`src/byte_stack_with_rotate_core_assert.svh`:
```
// assertion macros for the byte stack
`ifndef BYTE_STACK_WITH_ROTATE_CORE_ASSERT_SVH
`define BYTE_STACK_WITH_ROTATE_CORE_ASSERT_SVH

// property a must hold every cycle outside reset
`define BSR_ASSERT_ALWAYS(label, a) \
    label: assert property (@(posedge clk) disable iff (!rst_n) (a)) \
        else $error("assertion failed");

// implication a |=> b
`define BSR_ASSERT_NEXT(label, a, b) \
    label: assert property (@(posedge clk) disable iff (!rst_n) (a) |=> (b)) \
        else $error("assertion failed");

`endif

```
`src/bsr_pkg.sv`:
```
`default_nettype none
package bsr_pkg;

    localparam int DEFAULT_MAX_DEPTH = 32;

    typedef enum logic [2:0] {
        REQ_PUSH   = 3'd0,
        REQ_POP    = 3'd1,
        REQ_PEEK   = 3'd2,
        REQ_DUP    = 3'd3,
        REQ_ROT_UP = 3'd4,
        REQ_ROT_DN = 3'd5,
        REQ_PRINT  = 3'd6,
        REQ_NONE   = 3'd7
    } req_t;

    localparam logic [1:0] ST_OK      = 2'd0;
    localparam logic [1:0] ST_FULL    = 2'd1;
    localparam logic [1:0] ST_EMPTY   = 2'd2;
    localparam logic [1:0] ST_INVALID = 2'd3;

    typedef struct packed {
        logic [2:0] req_type;
        logic [7:0] push_byte;
        logic [5:0] rotate_count;
    } in_word_t;

    typedef struct packed {
        logic [1:0] status;
        logic [7:0] data_byte;
        logic       data_valid;
        logic       last_of_run;
    } out_word_t;

endpackage
`default_nettype wire

```
`src/byte_stack_with_rotate_core.sv`:
```
// each word passes through the idle, read and execute states; execute waits while a result is unread
// the back end takes a new word only when idle; the front queue holds up to two waiting words
// rotate by n >= 2: one entry moved per read/write pair
// print of k entries: one byte per entry, from the top down
// reset: asynchronous, stack empty, capacity 32; memory contents undefined
`default_nettype none
module byte_stack_with_rotate_core
    import bsr_pkg::*;
#(
    parameter int MAX_DEPTH = DEFAULT_MAX_DEPTH
)
(
    input  wire logic      clk,
    input  wire logic      rst_n,
    input  wire logic [5:0] cfg_data,
    input  wire logic      cfg_valid,
    output logic           cfg_ready,
    input  wire in_word_t  in_data,
    input  wire logic      in_valid,
    output logic           in_ready,
    output out_word_t      out_data,
    output logic           out_valid,
    input  wire logic      out_ready
);
`include "byte_stack_with_rotate_core_assert.svh"

    logic [5:0] cap_reg;
    in_word_t   q_data;
    logic       q_valid, q_ready, busy;

    assign cfg_ready = 1'b1;

    // capacity register
    always_ff @(posedge clk or negedge rst_n)
    begin
        if (!rst_n)
            cap_reg <= 6'd32;
        else if (cfg_valid)
            cap_reg <= cfg_data;
    end

    bsr_front u_front (
        .clk(clk), .rst_n(rst_n),
        .in_data(in_data), .in_valid(in_valid), .in_ready(in_ready),
        .q_data(q_data), .q_valid(q_valid), .q_ready(q_ready)
    );

    bsr_back #(.MAX_DEPTH(MAX_DEPTH)) u_back (
        .clk(clk), .rst_n(rst_n), .capacity(cap_reg),
        .q_data(q_data), .q_valid(q_valid), .q_ready(q_ready),
        .out_data(out_data), .out_valid(out_valid), .out_ready(out_ready),
        .busy(busy)
    );

    // checks
    `BSR_ASSERT_NEXT(a_out_hold, out_valid && !out_ready, out_valid && $stable(out_data))
    `BSR_ASSERT_ALWAYS(a_busy_out, !out_valid || busy)
    `BSR_ASSERT_ALWAYS(a_data_zero, out_data.data_valid || out_data.data_byte == 8'd0 || !out_valid)
endmodule
`default_nettype wire

```
`src/bsr_front.sv`:
```
`default_nettype none
// front end: takes request words into a two-entry queue, drops type 7
module bsr_front
    import bsr_pkg::*;
(
    input  wire logic     clk,
    input  wire logic     rst_n,
    input  wire in_word_t in_data,
    input  wire logic     in_valid,
    output logic          in_ready,
    output in_word_t      q_data,
    output logic          q_valid,
    input  wire logic     q_ready
);
    in_word_t   buf_reg [2];
    logic [1:0] cnt_reg, cnt_next;
    logic       rd_reg, rd_next;
    logic       wr_reg, wr_next;
    logic       push, pop;

    assign in_ready = (cnt_reg != 2'd2);
    assign push     = in_valid && in_ready && (req_t'(in_data.req_type) != REQ_NONE);
    assign pop      = q_valid && q_ready;
    assign q_valid  = (cnt_reg != 2'd0);
    assign q_data   = buf_reg[rd_reg];

    // queue pointers
    always_comb
    begin
        cnt_next = cnt_reg + 2'(push) - 2'(pop);
        rd_next  = rd_reg ^ pop;
        wr_next  = wr_reg ^ push;
    end

    always_ff @(posedge clk or negedge rst_n)
    begin
        if (!rst_n)
        begin
            cnt_reg <= '0;
            rd_reg  <= 1'b0;
            wr_reg  <= 1'b0;
        end
        else
        begin
            cnt_reg <= cnt_next;
            rd_reg  <= rd_next;
            wr_reg  <= wr_next;
        end
    end

    // queue storage
    always_ff @(posedge clk)
    begin
        if (push)
            buf_reg[wr_reg] <= in_data;
    end
endmodule
`default_nettype wire

```
`src/bsr_back.sv`:
```
`default_nettype none
// back end: executes one request at a time on the stack memory
module bsr_back
    import bsr_pkg::*;
#(
    parameter int MAX_DEPTH = DEFAULT_MAX_DEPTH
)
(
    input  wire logic     clk,
    input  wire logic     rst_n,
    input  wire logic [5:0] capacity,
    input  wire in_word_t q_data,
    input  wire logic     q_valid,
    output logic          q_ready,
    output out_word_t     out_data,
    output logic          out_valid,
    input  wire logic     out_ready,
    output logic          busy
);
    localparam int AW = $clog2(MAX_DEPTH);
    localparam int CW = $clog2(MAX_DEPTH + 1);

    typedef enum logic [5:0] {
        S_IDLE  = 6'b000001,
        S_READ  = 6'b000010,
        S_EXEC  = 6'b000100,
        S_ROT   = 6'b001000,
        S_PRINT = 6'b010000,
        S_LAST  = 6'b100000
    } state_t;

    logic [7:0] mem [MAX_DEPTH];
    logic [7:0] rdata_reg;
    logic [AW-1:0] raddr;
    logic          rd_en;
    logic [AW-1:0] waddr;
    logic [7:0]    wdata;
    logic          we;

    state_t state_reg, state_next;
    in_word_t req_reg, req_next;
    logic [CW-1:0] count_reg, count_next;
    logic [CW-1:0] idx_reg, idx_next;
    logic [CW-1:0] stop_reg, stop_next;
    logic [7:0] hold_reg, hold_next;
    out_word_t obuf_reg, obuf_next;
    logic ovalid_reg, ovalid_next;
    logic [CW:0] lim;
    logic room;
    logic ospace;
    req_t rq;

    assign rq       = req_t'(req_reg.req_type);
    assign ospace   = !ovalid_reg || out_ready;
    assign out_data = obuf_reg;
    assign out_valid = ovalid_reg;
    assign q_ready  = (state_reg == S_IDLE);
    assign busy     = (state_reg != S_IDLE) || ovalid_reg;

    // capacity limit saturates at the depth
    always_comb
    begin
        if ({1'b0, capacity} > 7'(MAX_DEPTH))
            lim = (CW+1)'(MAX_DEPTH);
        else
            lim = (CW+1)'(capacity);
    end
    assign room = ({1'b0, count_reg} < lim);

    // memory with registered read
    always_ff @(posedge clk)
    begin
        if (we)
            mem[waddr] <= wdata;
        if (rd_en)
            rdata_reg <= mem[raddr];
    end

    // sequencer
    always_comb
    begin
        state_next  = state_reg;
        req_next    = req_reg;
        count_next  = count_reg;
        idx_next    = idx_reg;
        stop_next   = stop_reg;
        hold_next   = hold_reg;
        obuf_next   = obuf_reg;
        ovalid_next = ovalid_reg && !out_ready;
        raddr = '0;
        rd_en = 1'b0;
        waddr = '0;
        wdata = rdata_reg;
        we    = 1'b0;
        unique case (state_reg)
            S_IDLE:
            begin
                if (q_valid)
                begin
                    req_next   = q_data;
                    raddr      = AW'(count_reg - 1'b1);
                    rd_en      = 1'b1;
                    state_next = S_READ;
                end
            end
            S_READ:
            begin
                state_next = S_EXEC;
            end
            S_EXEC:
            begin
                if (ospace)
                begin
                    ovalid_next = 1'b1;
                    obuf_next   = '{ST_OK, 8'd0, 1'b0, 1'b1};
                    state_next  = S_IDLE;
                    unique case (rq)
                        REQ_PUSH:
                        begin
                            if (!room)
                                obuf_next.status = ST_FULL;
                            else
                            begin
                                we = 1'b1;
                                waddr = AW'(count_reg);
                                wdata = req_reg.push_byte;
                                count_next = count_reg + 1'b1;
                            end
                        end
                        REQ_POP, REQ_PEEK:
                        begin
                            if (count_reg == '0)
                                obuf_next.status = ST_EMPTY;
                            else
                            begin
                                obuf_next.data_byte  = rdata_reg;
                                obuf_next.data_valid = 1'b1;
                                if (rq == REQ_POP)
                                    count_next = count_reg - 1'b1;
                            end
                        end
                        REQ_DUP:
                        begin
                            if (count_reg == '0)
                                obuf_next.status = ST_EMPTY;
                            else if (!room)
                                obuf_next.status = ST_FULL;
                            else
                            begin
                                we = 1'b1;
                                waddr = AW'(count_reg);
                                count_next = count_reg + 1'b1;
                            end
                        end
                        REQ_ROT_UP, REQ_ROT_DN:
                        begin
                            if ({1'b0, req_reg.rotate_count} > 7'(count_reg))
                                obuf_next.status = ST_INVALID;
                            else if (req_reg.rotate_count >= 6'd2)
                            begin
                                ovalid_next = ovalid_reg && !out_ready;
                                state_next  = S_ROT;
                                stop_next   = CW'(7'(count_reg) - {1'b0, req_reg.rotate_count});
                                if (rq == REQ_ROT_UP)
                                begin
                                    hold_next = rdata_reg;
                                    idx_next  = count_reg - 1'b1;
                                    raddr = AW'(count_reg - 2'd2);
                                end
                                else
                                begin
                                    idx_next = stop_next;
                                    raddr = AW'(stop_next);
                                end
                                rd_en = 1'b1;
                            end
                        end
                        REQ_PRINT:
                        begin
                            if (count_reg != '0)
                            begin
                                ovalid_next = ovalid_reg && !out_ready;
                                idx_next    = count_reg - 1'b1;
                                state_next  = S_PRINT;
                            end
                        end
                        default:
                        begin
                            ovalid_next = ovalid_reg && !out_ready;
                        end
                    endcase
                end
            end
            S_ROT:
            begin
                // one entry moved per S_ROT/S_LAST pair: S_ROT waits for the read, S_LAST writes and reads next
                state_next = S_LAST;
            end
            S_LAST:
            begin
                if (rq == REQ_ROT_UP)
                begin
                    if (idx_reg == stop_reg)
                    begin
                        we = 1'b1; waddr = AW'(idx_reg); wdata = hold_reg;
                        state_next = S_EXEC;
                        req_next.req_type = REQ_ROT_UP;
                        req_next.rotate_count = 6'd0;
                    end
                    else
                    begin
                        we = 1'b1; waddr = AW'(idx_reg); wdata = rdata_reg;
                        idx_next = idx_reg - 1'b1;
                        if (idx_reg - 1'b1 != stop_reg)
                        begin
                            raddr = AW'(idx_reg - 2'd2);
                            rd_en = 1'b1;
                        end
                        state_next = S_ROT;
                    end
                end
                else
                begin
                    if (idx_reg == stop_reg)
                        hold_next = rdata_reg;
                    if (idx_reg == count_reg - 1'b1)
                    begin
                        // old top moves down one, saved byte goes on top next cycle
                        we = 1'b1; waddr = AW'(idx_reg - 1'b1); wdata = rdata_reg;
                        stop_next = idx_reg;
                        state_next = S_LAST;
                        req_next.req_type = REQ_ROT_UP;
                    end
                    else
                    begin
                        raddr = AW'(idx_reg + 1'b1);
                        rd_en = 1'b1;
                        if (idx_reg != stop_reg)
                        begin
                            we = 1'b1; waddr = AW'(idx_reg - 1'b1); wdata = rdata_reg;
                        end
                        idx_next = idx_reg + 1'b1;
                        state_next = S_ROT;
                    end
                end
            end
            S_PRINT:
            begin
                raddr = AW'(idx_reg);
                rd_en = 1'b1;
                state_next = S_READ;
                req_next.req_type = REQ_NONE;
            end
            default:
            begin
                state_next = S_IDLE;
            end
        endcase
        // print emission when queued read returns
        if (state_reg == S_EXEC && rq == REQ_NONE)
        begin
            state_next  = S_EXEC;
            ovalid_next = ovalid_reg && !out_ready;
            if (ospace)
            begin
                ovalid_next = 1'b1;
                obuf_next   = '{ST_OK, rdata_reg, 1'b1, idx_reg == '0};
                if (idx_reg == '0)
                    state_next = S_IDLE;
                else
                begin
                    idx_next   = idx_reg - 1'b1;
                    state_next = S_PRINT;
                end
            end
        end
    end

    always_ff @(posedge clk or negedge rst_n)
    begin
        if (!rst_n)
        begin
            state_reg  <= S_IDLE;
            count_reg  <= '0;
            ovalid_reg <= 1'b0;
        end
        else
        begin
            state_reg  <= state_next;
            count_reg  <= count_next;
            ovalid_reg <= ovalid_next;
        end
    end

    always_ff @(posedge clk)
    begin
        req_reg  <= req_next;
        idx_reg  <= idx_next;
        stop_reg <= stop_next;
        hold_reg <= hold_next;
        obuf_reg <= obuf_next;
    end
endmodule
`default_nettype wire

```
`config.mk`:
```
export PLATFORM = sky130hd
export DESIGN_NAME = byte_stack_with_rotate_core
export DESIGN_NICKNAME = d
export VERILOG_FILES = /design/src/bsr_pkg.sv /design/src/byte_stack_with_rotate_core.sv /design/src/bsr_front.sv /design/src/bsr_back.sv
export VERILOG_INCLUDE_DIRS = /design/src /design/src/src
export SDC_FILE = /design/constraint.sdc
export NUM_CORES = 1
export LEC_CHECK = 0
export ABC_CLOCK_PERIOD_IN_PS = 6130
export BUFFER_PORTS_ARGS = -buffer_cell sky130_fd_sc_hd__buf_2
export CAP_MARGIN = 10
export CORE_MARGIN = 3
export CORE_UTILIZATION = 43
export DETAILED_ROUTE_END_ITERATION = 12
export PLACE_DENSITY = 0.69
export SYNTH_ARGS = -nofsm -noshare
export SYNTH_HDL_FRONTEND = slang
export SYNTH_SLANG_ARGS = --single-unit
```
`constraint.sdc`:
```
create_clock -name clk -period 6.13 [get_ports clk]
set_input_delay 0.9195 -clock clk [delete_from_list [all_inputs] [get_ports clk]]
set_output_delay 0.9195 -clock clk [all_outputs]
set_load 0.02 [all_outputs]
```
---- Word level (Yosys, flattened, before mapping) ----
Memories as Yosys holds them, arrays and structs flattened. A register that Yosys moved wholly into a read port is not among the register bits.
Index checks and enable logic that the tools add are counted.
cells by class
  bitwise operators ....................... 2
  reduce and logical (&&, ||, !) cells .... 27
  $add $sub $neg .......................... 9
  equality and inequality tests ........... 36
  muxes and demuxes ....................... 121
  magnitude comparators ................... 4
operators by type and width
  cell                                               count
  two-way mux 6 bit                                  31
  two-way mux 8 bit                                  12
  two-way mux 5 bit                                  18
  one-hot mux 6 bit (2 select lines)                 5
  two-way mux 12 bit                                 4
  one-hot mux 6 bit (6 select lines)                 1
  one-hot mux 8 bit (2 select lines)                 2
  two-way mux 1 bit                                  27
  one-hot mux 5 bit (2 select lines)                 2
  one-hot mux 5 bit (4 select lines)                 1
  two-way mux 9 bit                                  2
  one-hot mux 6 bit (3 select lines)                 1
  two-way mux 17 bit                                 1
  != test 2 x 1 -> 1 bit (second input constant)     8
  adder 6 x 1 -> 6 bit (second input constant)       2
  == test 3 bit (second input constant)              4
  == test 6 bit                                      2
  logical NOT 6 bit                                  2
  != test 2 bit (second input constant)              6
  != test 6 bit                                      2
  subtractor 6 x 1 -> 6 bit (second input constant)  2
  subtractor 5 x 2 -> 5 bit (second input constant)  2
  two-way mux 3 bit                                  3
  one-hot mux 3 bit (3 select lines)                 1
  39 further kinds                                   58
word-level totals
  register bits after elaboration ......... 72
  word-level logic and storage cells ...... 218
  bits of input ports ..................... 28
  bits in writable memories ............... 290
  memories ................................ 2
  output and inout port bits .............. 15
memories
  name             words  width  rd ports  clocked after memory_dff  write ports  line             source
  u_back.mem       32     8      1         1                         1            bsr_back.sv:32   logic [7:0] mem [MAX_DEPTH];
  u_front.buf_reg  2      17     1         0                         1            bsr_front.sv:15  in_word_t buf_reg [2];

---- Logic depth before layout (Yosys ltp) ----
Gate-level depths: netlist of run 1.
  depth after elaboration ................. 10
  mapped depth ............................ 21
  depth with buffers taken out ............ 17

---- By module ----
From an unflattened synthesis of run 1, not the netlist that was laid out.
second synthesis, totals
  cell total of the unflattened synthesis .. 1396
  area total of the unflattened synthesis .. 17026.3 µm²
modules (own cells, without submodules)
  module                       area each (µm²)  sequential area each (µm²)  times used  cells an instance
  bsr_back                     15292.2          9655.5                      1           1307
  bsr_front                    1470.2           1121.1                      1           74
  byte_stack_with_rotate_core  264.0            151.4                       1           15

---- Least setup slack after synthesis of run 1 ----
No wires, ideal clock.
  kind .................................... register -> register
  start point ............................. reg u_back.count_reg[0]
  end point ............................... reg u_back.rdata_reg[1], read port of u_back.mem (data pin)
  period minus slack after synthesis ...... 4.044 ns
  stages on the path, launching flop included .. 21
  required time ........................... 5.871 ns
  slack ................................... 2.086 ns
  path buffers ............................ 3
  setup time .............................. 0.259 ns
  arrival time ............................ 3.785 ns
  path through ............................ dfrtp_1 -> buf_2 -> inv_1 -> ha_1 -> or3b_1 -> xnor2_1 -> nand4_1 -> nor2_1 -> inv_1 -> ha_1 -> nand4_1 -> o221ai_1 -> a21oi_1 -> and2_1 -> buf_6 -> buf_2 -> mux2i_1 -> mux2i_1 -> mux2i_1 -> o22ai_1 -> a211o_1
between the ends
  word-level cells in the longest chain between the ends .. 7
  elaborated cells on any way between the ends .. 20
  those cells by class .................... add/sub: 3; order compare: 1; eq/ne: 1; mux: 15
RTL lines
  item                                                                  line                              source
  from (decl)                                                           bsr_back.sv:42                    logic [CW-1:0] count_reg, count_next;
  from (signal assigned)                                                bsr_back.sv:290                   count_reg <= count_next;
  subtractor 6 bit / subtractor 5 x 2 -> 5 bit (equally long branches)  bsr_back.sv:163, bsr_back.sv:168
  two-way mux 5 bit                                                     bsr_back.sv:164                   if (rq == REQ_ROT_UP)
  two-way mux 5 bit                                                     bsr_back.sv:159                   else if (req_reg.rotate_count >= 6'd2)
  two-way mux 5 bit                                                     bsr_back.sv:157                   if ({1'b0, req_reg.rotate_count} > 7'(count_reg))
  two-way mux 5 bit                                                     bsr_back.sv:117                   unique case (rq)
  two-way mux 5 bit                                                     bsr_back.sv:112                   if (ospace)
  one-hot mux 5 bit (4 select lines)                                    bsr_back.sv:95                    unique case (state_reg)
  to (decl)                                                             bsr_back.sv:33                    logic [7:0] rdata_reg;
Several ways; a longest one is shown, not always the timed one.
A chain may end at the register's enable or synchronous reset.

---- Worst setup path in the final report of run 1 ----
  start point ............................. reg u_back.count_reg[0]
  end point ............................... reg u_back.rdata_reg[2], read port of u_back.mem (data pin)
The elaborated chain is that of the path after synthesis.

==> results.toml, run 1 <==
[clocking]
post-cts-setup-buffer-count = 0
clock_latency_ns = 0.55
post_cts_resized = 0
tritoncts = "done"
path_clk_slew_ns = 0.06
cts_hold_repair.buffers = 0
cts_root_buf = "clkbuf_16"
clock_sinks = 370
cts_max_path_buffers = 3
cts_buffers = 39
htree_levels = 2

[worst_setup_path]
worstSetupPathType = "register to register"
cp.arrival_ns = 5.80
crit_fanout = 83
critPathCaptureType = "register"
reg2reg_depth = 18
reg2reg_to = "u_back.rdata_reg[2]"
startpoint = "u_back.count_reg[0]"
cp-start-kind = "register"
timing.rr.start = "u_back.count_reg[0]"
reg2reg_slack_ns = 0.62
worstSetupEndpoint = "u_back.rdata_reg[2]"
crit_required_ns = 6.42

[synthesis]
ys.flop_type = "edfxtp_1"
yosysTopAreaCellShare_pct = 58.3
synth.yosys.warnings = 0
ys_ff_latch = 370
yosys.area_share.simple_pct = 12.2
synth_top_family_by_area = "simple AND/OR/NAND/NOR gates"
syn_area_per_cell_sq_um = 12.5
synth.area.top_cells = "edfxtp_1 (58%), mux2i_1 (5.8%), nand2_1 (4.6%)"
synth_edf_count = 329
yosys.cell_types.count = 84
muxShareOfSynthArea_pct = 6.85
synth_area_leader_cell = "edfxtp_1"
syn_inst = 1356
syn-cell-area_sq_um = 16900
synth_fa_ha_area_share_pct = 2.04
async_flop_share_pct = 6.22
synth-xor-area-share_pct = 2.20
ys_seq_area_share_pct = 63.9
syn_nets = 1411
synth_compound_area_share_pct = 9.73

[sta]
period_share_pct = 89.8
worst_slew_pin_slew_ns = 1.24
slew_violations = 0
fin_crit_ns = 5.51
slew_headroom_pct = 14.9
max_freq_ghz = 0.182
setup_slack_ns = 0.624
tns_ns = 0
finClkSkew_ns = 0.0147
hold_violations = 0
setup_viol = 0
rsz0062_at_grt = "false"

[grt]
grt_pass1_vias = 11000
grt_max_degree = 84
grtUsageTotal_pct = 20.6
grt_pass1_wl_microns = 65500
antenna_found_initial = 0
grt_overflow = 0

[finish]
nets = 1434
largest_register_ffs = 256
layout.cells.non_filler = 1922
final_util_pct = 48.2
design_area_sq_um = 18700
mostFrequentLayoutCells = "edfxtp_1 (329), nand2_1 (205), nor2_1 (103), mux2i_1 (99), nand3_1 (55)"
num_antenna_cells = 0
final_common_cell = "edfxtp_1"
drive_gt1_share_pct = 10.3
syn_to_final_growth_pct = 10.5

[floorplanning]
die_y_microns = 204
die_w_microns = 204
placementRows = 72
die_area_sq_um = 41800
coreArea_sq_um = 38800
start_util_pct = 43.6
ios = 43

[placed_design]
finalWeightedCongestion = 0.940
io_buffers = 41
dpl_worst_slack_ns = 0.684
hpwl_microns = 28300
dp_cells = 1855
post_dp_cell_area_sq_um = 17600

[job]
drv_cap = 0

[detailed_routing]
drc = 0
wl_per_cell_microns = 22.5
ant_nets = 0
firstDrtPassIters = 7
vias = 11100
first_iter_violations = 1209
vias_per_cell = 5.78
wirelength_microns = 43200

[power_and_ir_drop]
vdd_ir_drop_max_v = 0.000252
leakage_nw = 6.94
powerDensity_nw_per_um2 = 488

[worst_hold_path]
hold_path.class = "input port to async pin"

[run_status]
outcome = "finished, final reports clean"
worst min-delay path by stage:
stage,to,startpoint,cells after the start,slack [ns]
4_1_cts,cap_reg[0],rst_n,1,0.38
6_report,u_back.count_reg[1],rst_n,1,0.38
3_3_place_gp,u_back.out_data[1],u_back.out_data[1],1,0.45
2_1_floorplan,u_back.hold_reg[0],u_back.rdata_reg[0],0,0.45
3_5_place_dp,u_back.out_data[0],u_back.out_data[0],2,0.45
5_1_grt,u_back.count_reg[2],rst_n,1,0.42
synthesized netlist by cell type (7+ instances only):
cell / instances
and3_1: 15
a311oi_1: 9
buf_2: 32
ha_1: 26
o21ai_0: 34
inv_1: 38
nor2_1: 103
xor2_1: 8
a222oi_1: 9
nor3_1: 14
nand2b_1: 9
o21ai_1: 7
clkbuf_1: 29
nand4_1: 7
a211oi_1: 10
mux2_2: 15
nor2b_1: 9
a211o_1: 7
a22o_1: 10
buf_4: 7
edfxtp_1: 329
a31oi_1: 11
nand2_1: 206
a32oi_1: 7
o22ai_1: 17
nand3_1: 56
dfrtp_1: 21
dfxtp_1: 18
mux2i_1: 99
xnor2_1: 32
a21oi_1: 47
critical path, stage by stage (launching register included):
cell and delay (ns):
dfrtp_1 0.54, inv_1 0.19, ha_1 0.21, or3b_1 0.43, xnor2_1 0.18, nand4_1 0.24
nor2_1 0.38, inv_1 0.19, ha_1 0.22, nand4_1 0.07, o221ai_1 0.12, a21oi_1 0.44
and2_4 0.61, buf_12 0.43, mux2i_1 0.26, mux2i_1 0.11, mux2i_1 0.16, o22ai_1 0.11
a211o_1 0.29
cell type report:
type                    count  area, sq um
clock inverters            19          124
well taps                 518          648
multi-input cells         872         5620
clock buffers              47         1010
flip-flops and latches    370        10800
fillers                  3388        20100
repair buffers             57          363
inverters                  39          146
report_power, final:
group	internal, mW	total, mW	switching (mW)
Combinational	1.15	3.31	2.16
Sequential	3.38	3.69	0.302
Clock	1.21	2.15	0.946
per-stage QoR:
| step | hold slack [ns] | power [mW] |
|---|---|---|
| 4_1_cts | 0.381 | 9.15 |
| 5_1_grt | 0.415 | 9.59 |
| 2_1_floorplan | 0.450 | 5.94 |
| 3_3_place_gp | 0.449 | 6.93 |
| 3_5_place_dp | 0.452 | 7.00 |
| 6_report | 0.378 | 9.14 |
logic make-up (layout without fill, tap and decap cells):
logic type / count (synthesis) / count (layout)
other: 1 / 1
muxes: 114 / 114
and+or+nand+nor: 455 / 455
DFF: 370 / 370
xor gates and xnor gates: 41 / 41
buffers and inverters: 114 / 162
AOI/OAI and AO/OA: 234 / 234
adders and majority gates: 27 / 27
per-layer routing:
metal  vias up  share of wire (%)  wire length, microns  track usage [%]
li1       5089                  -                     -                -
met1      5464                 41                 17600             27.0
met2       447                 48                 20600             33.2
met3       113                7.0                  3020             4.10
met4         0                4.5                  1960             9.54
met5         -                  0                     0                0
Note: power is estimated with default switching activity, not from simulation.
==> inputs of run 2 (changes only) <==
Settings changed: ABC_CLOCK_PERIOD_IN_PS 6130 to 6400, BUFFER_PORTS_ARGS -buffer_cell sky130_fd_sc_hd__buf_2 to not set, DONT_BUFFER_PORTS set to 1.
Clock period 6.13 ns to 6.4 ns, I/O delays scaled along.
==> run 2 against run 1 <==
Count of clock-buffer cells in the layout down 1. Highest routed layer unchanged. Largest cell class unchanged. Register-to-register slack better by 0.24 ns. Wire length down 2.1%. Cell count down 1.5%. Sequential power down 4%.
==> results.toml, run 2 (synthesis gave the netlist of run 1 again) <==
[detailed_routing]
ant_nets = 0
wirelength_microns = 42200
vias = 10900
wl_per_cell_microns = 22.3
firstDrtPassIters = 8
first_iter_violations = 1121
drc = 0
vias_per_cell = 5.75

[grt]
grt_overflow = 0
grt_pass1_wl_microns = 64600
grt_pass1_vias = 10700
grt_max_degree = 55
antenna_found_initial = 0
grtUsageTotal_pct = 20.2

[worst_hold_path]
hold_path.class = "input port to async pin"

[clocking]
cts_hold_repair.buffers = 0
cts_max_path_buffers = 3
post-cts-setup-buffer-count = 0
cts_buffers = 40
cts_root_buf = "clkbuf_16"
path_clk_slew_ns = 0.06
tritoncts = "done"
htree_levels = 2
clock_latency_ns = 0.56
clock_sinks = 370
post_cts_resized = 0

[floorplanning]
die_y_microns = 204
placementRows = 72
die_w_microns = 204
coreArea_sq_um = 38800
start_util_pct = 43.6
die_area_sq_um = 41800
ios = 43

[power_and_ir_drop]
switching_share_pct = 36.5
p_switching_mw = 3.30
power_frac_seq_pct = 39.1
leakage_nw = 6.91
vdd_ir_drop_max_v = 0.000292
powerDensity_nw_per_um2 = 482
p_comb_share_pct = 34.9
cell_internal_pwr_mw = 5.73
clockPowerShare_pct = 26.0

[finish]
mostFrequentLayoutCells = "edfxtp_1 (329), nand2_1 (205), nor2_1 (103), mux2i_1 (99), nand3_1 (55)"
final_util_pct = 48.3
syn_to_final_growth_pct = 10.7
nets = 1400
num_antenna_cells = 0
layout.cells.non_filler = 1893
largest_register_ffs = 256
drive_gt1_share_pct = 8.73
final_common_cell = "edfxtp_1"

[worst_setup_path]
cp.arrival_ns = 5.84
critPathCaptureType = "register"
crit_fanout = 47
reg2reg_slack_ns = 0.87
timing.rr.start = "u_back.count_reg[0]"
reg2reg_to = "u_back.rdata_reg[7]"
cp-start-kind = "register"
worstSetupPathType = "register to register"
reg2reg_depth = 18
crit_required_ns = 6.71

[sta]
worst_slew_pin_slew_ns = 1.23
setup_viol = 0
period_share_pct = 86.5
hold_violations = 0
setup_slack_ns = 0.867
max_freq_ghz = 0.181
rsz0062_at_grt = "false"
slew_violations = 0
finClkSkew_ns = 0.0322
fin_crit_ns = 5.53
tns_ns = 0
hold_slack_ns = 0.110
slew_headroom_pct = 18.0

[job]
drv_cap = 0

[placed_design]
finalWeightedCongestion = 0.956
hpwl_microns = 27800
dpl_worst_slack_ns = 0.991
dp_cells = 1821
io_buffers = 0

[run_status]
outcome = "finished, final reports clean"
==> run 2: worst max path at each step <==
stage	startpoint	to	slack, ns
global route	u_back.count_reg[1]	u_back.rdata_reg[3]	0.36
finish	u_back.count_reg[0]	u_back.rdata_reg[7]	0.87
floorplan	u_back.count_reg[0]	u_back.rdata_reg[1]	2.36
detailed placement	u_back.count_reg[0]	u_back.rdata_reg[7]	0.99
CTS	u_back.count_reg[0]	u_back.rdata_reg[7]	0.96
global placement	u_back.count_reg[0]	u_back.rdata_reg[7]	1.22
==> run 2: metal layers <==
metal  part of all wire, %  up-vias  GRT usage (%)
met5                     0        -              0
met4                   3.7        0           7.91
met3                   5.9       92           3.24
met2                    48      415           32.6
met1                    43     5348           27.4
li1                      -     5031              -
==> run 2: cell type report <==
type                       count  area, sq um
clock buffer                  46         1050
tap                          518          648
timing repair buffer          22          178
sequential                   370        10800
fill                        3336        20100
clock inverter                26          297
inverter                      39          146
multi-input combinational    872         5620
==> run 2: power by group through the flow <==
stage	clock network, mW	logic, mW	registers [mW]
after global routing	2.49	3.42	3.56
after detailed placement	0	3.11	3.58
after floorplan	0	2.29	3.39
after CTS	2.38	3.13	3.53
final	2.35	3.15	3.53
after global placement	0	3.06	3.58
==> run 2: per-stage QoR <==
stage,power (mW),instance area (sq um)
6_report,9.03,18800
5_1_grt,9.47,18800
4_1_cts,9.05,18800
3_5_place_dp,6.70,17400
3_3_place_gp,6.64,17400
2_1_floorplan,5.69,16900
==> run 2: worst max-delay path: stages, from the launching register on <==
cell,delay (ns)
dfrtp_1,0.53
inv_1,0.18
ha_1,0.22
or3b_1,0.44
xnor2_1,0.18
nand4_1,0.22
nor2_1,0.33
inv_1,0.16
ha_1,0.22
nand4_1,0.08
o221ai_1,0.12
a21oi_1,0.52
and2_4,0.72
buf_4,0.40
mux2i_1,0.27
mux2i_1,0.10
mux2i_1,0.16
o22ai_1,0.11
a211o_1,0.27
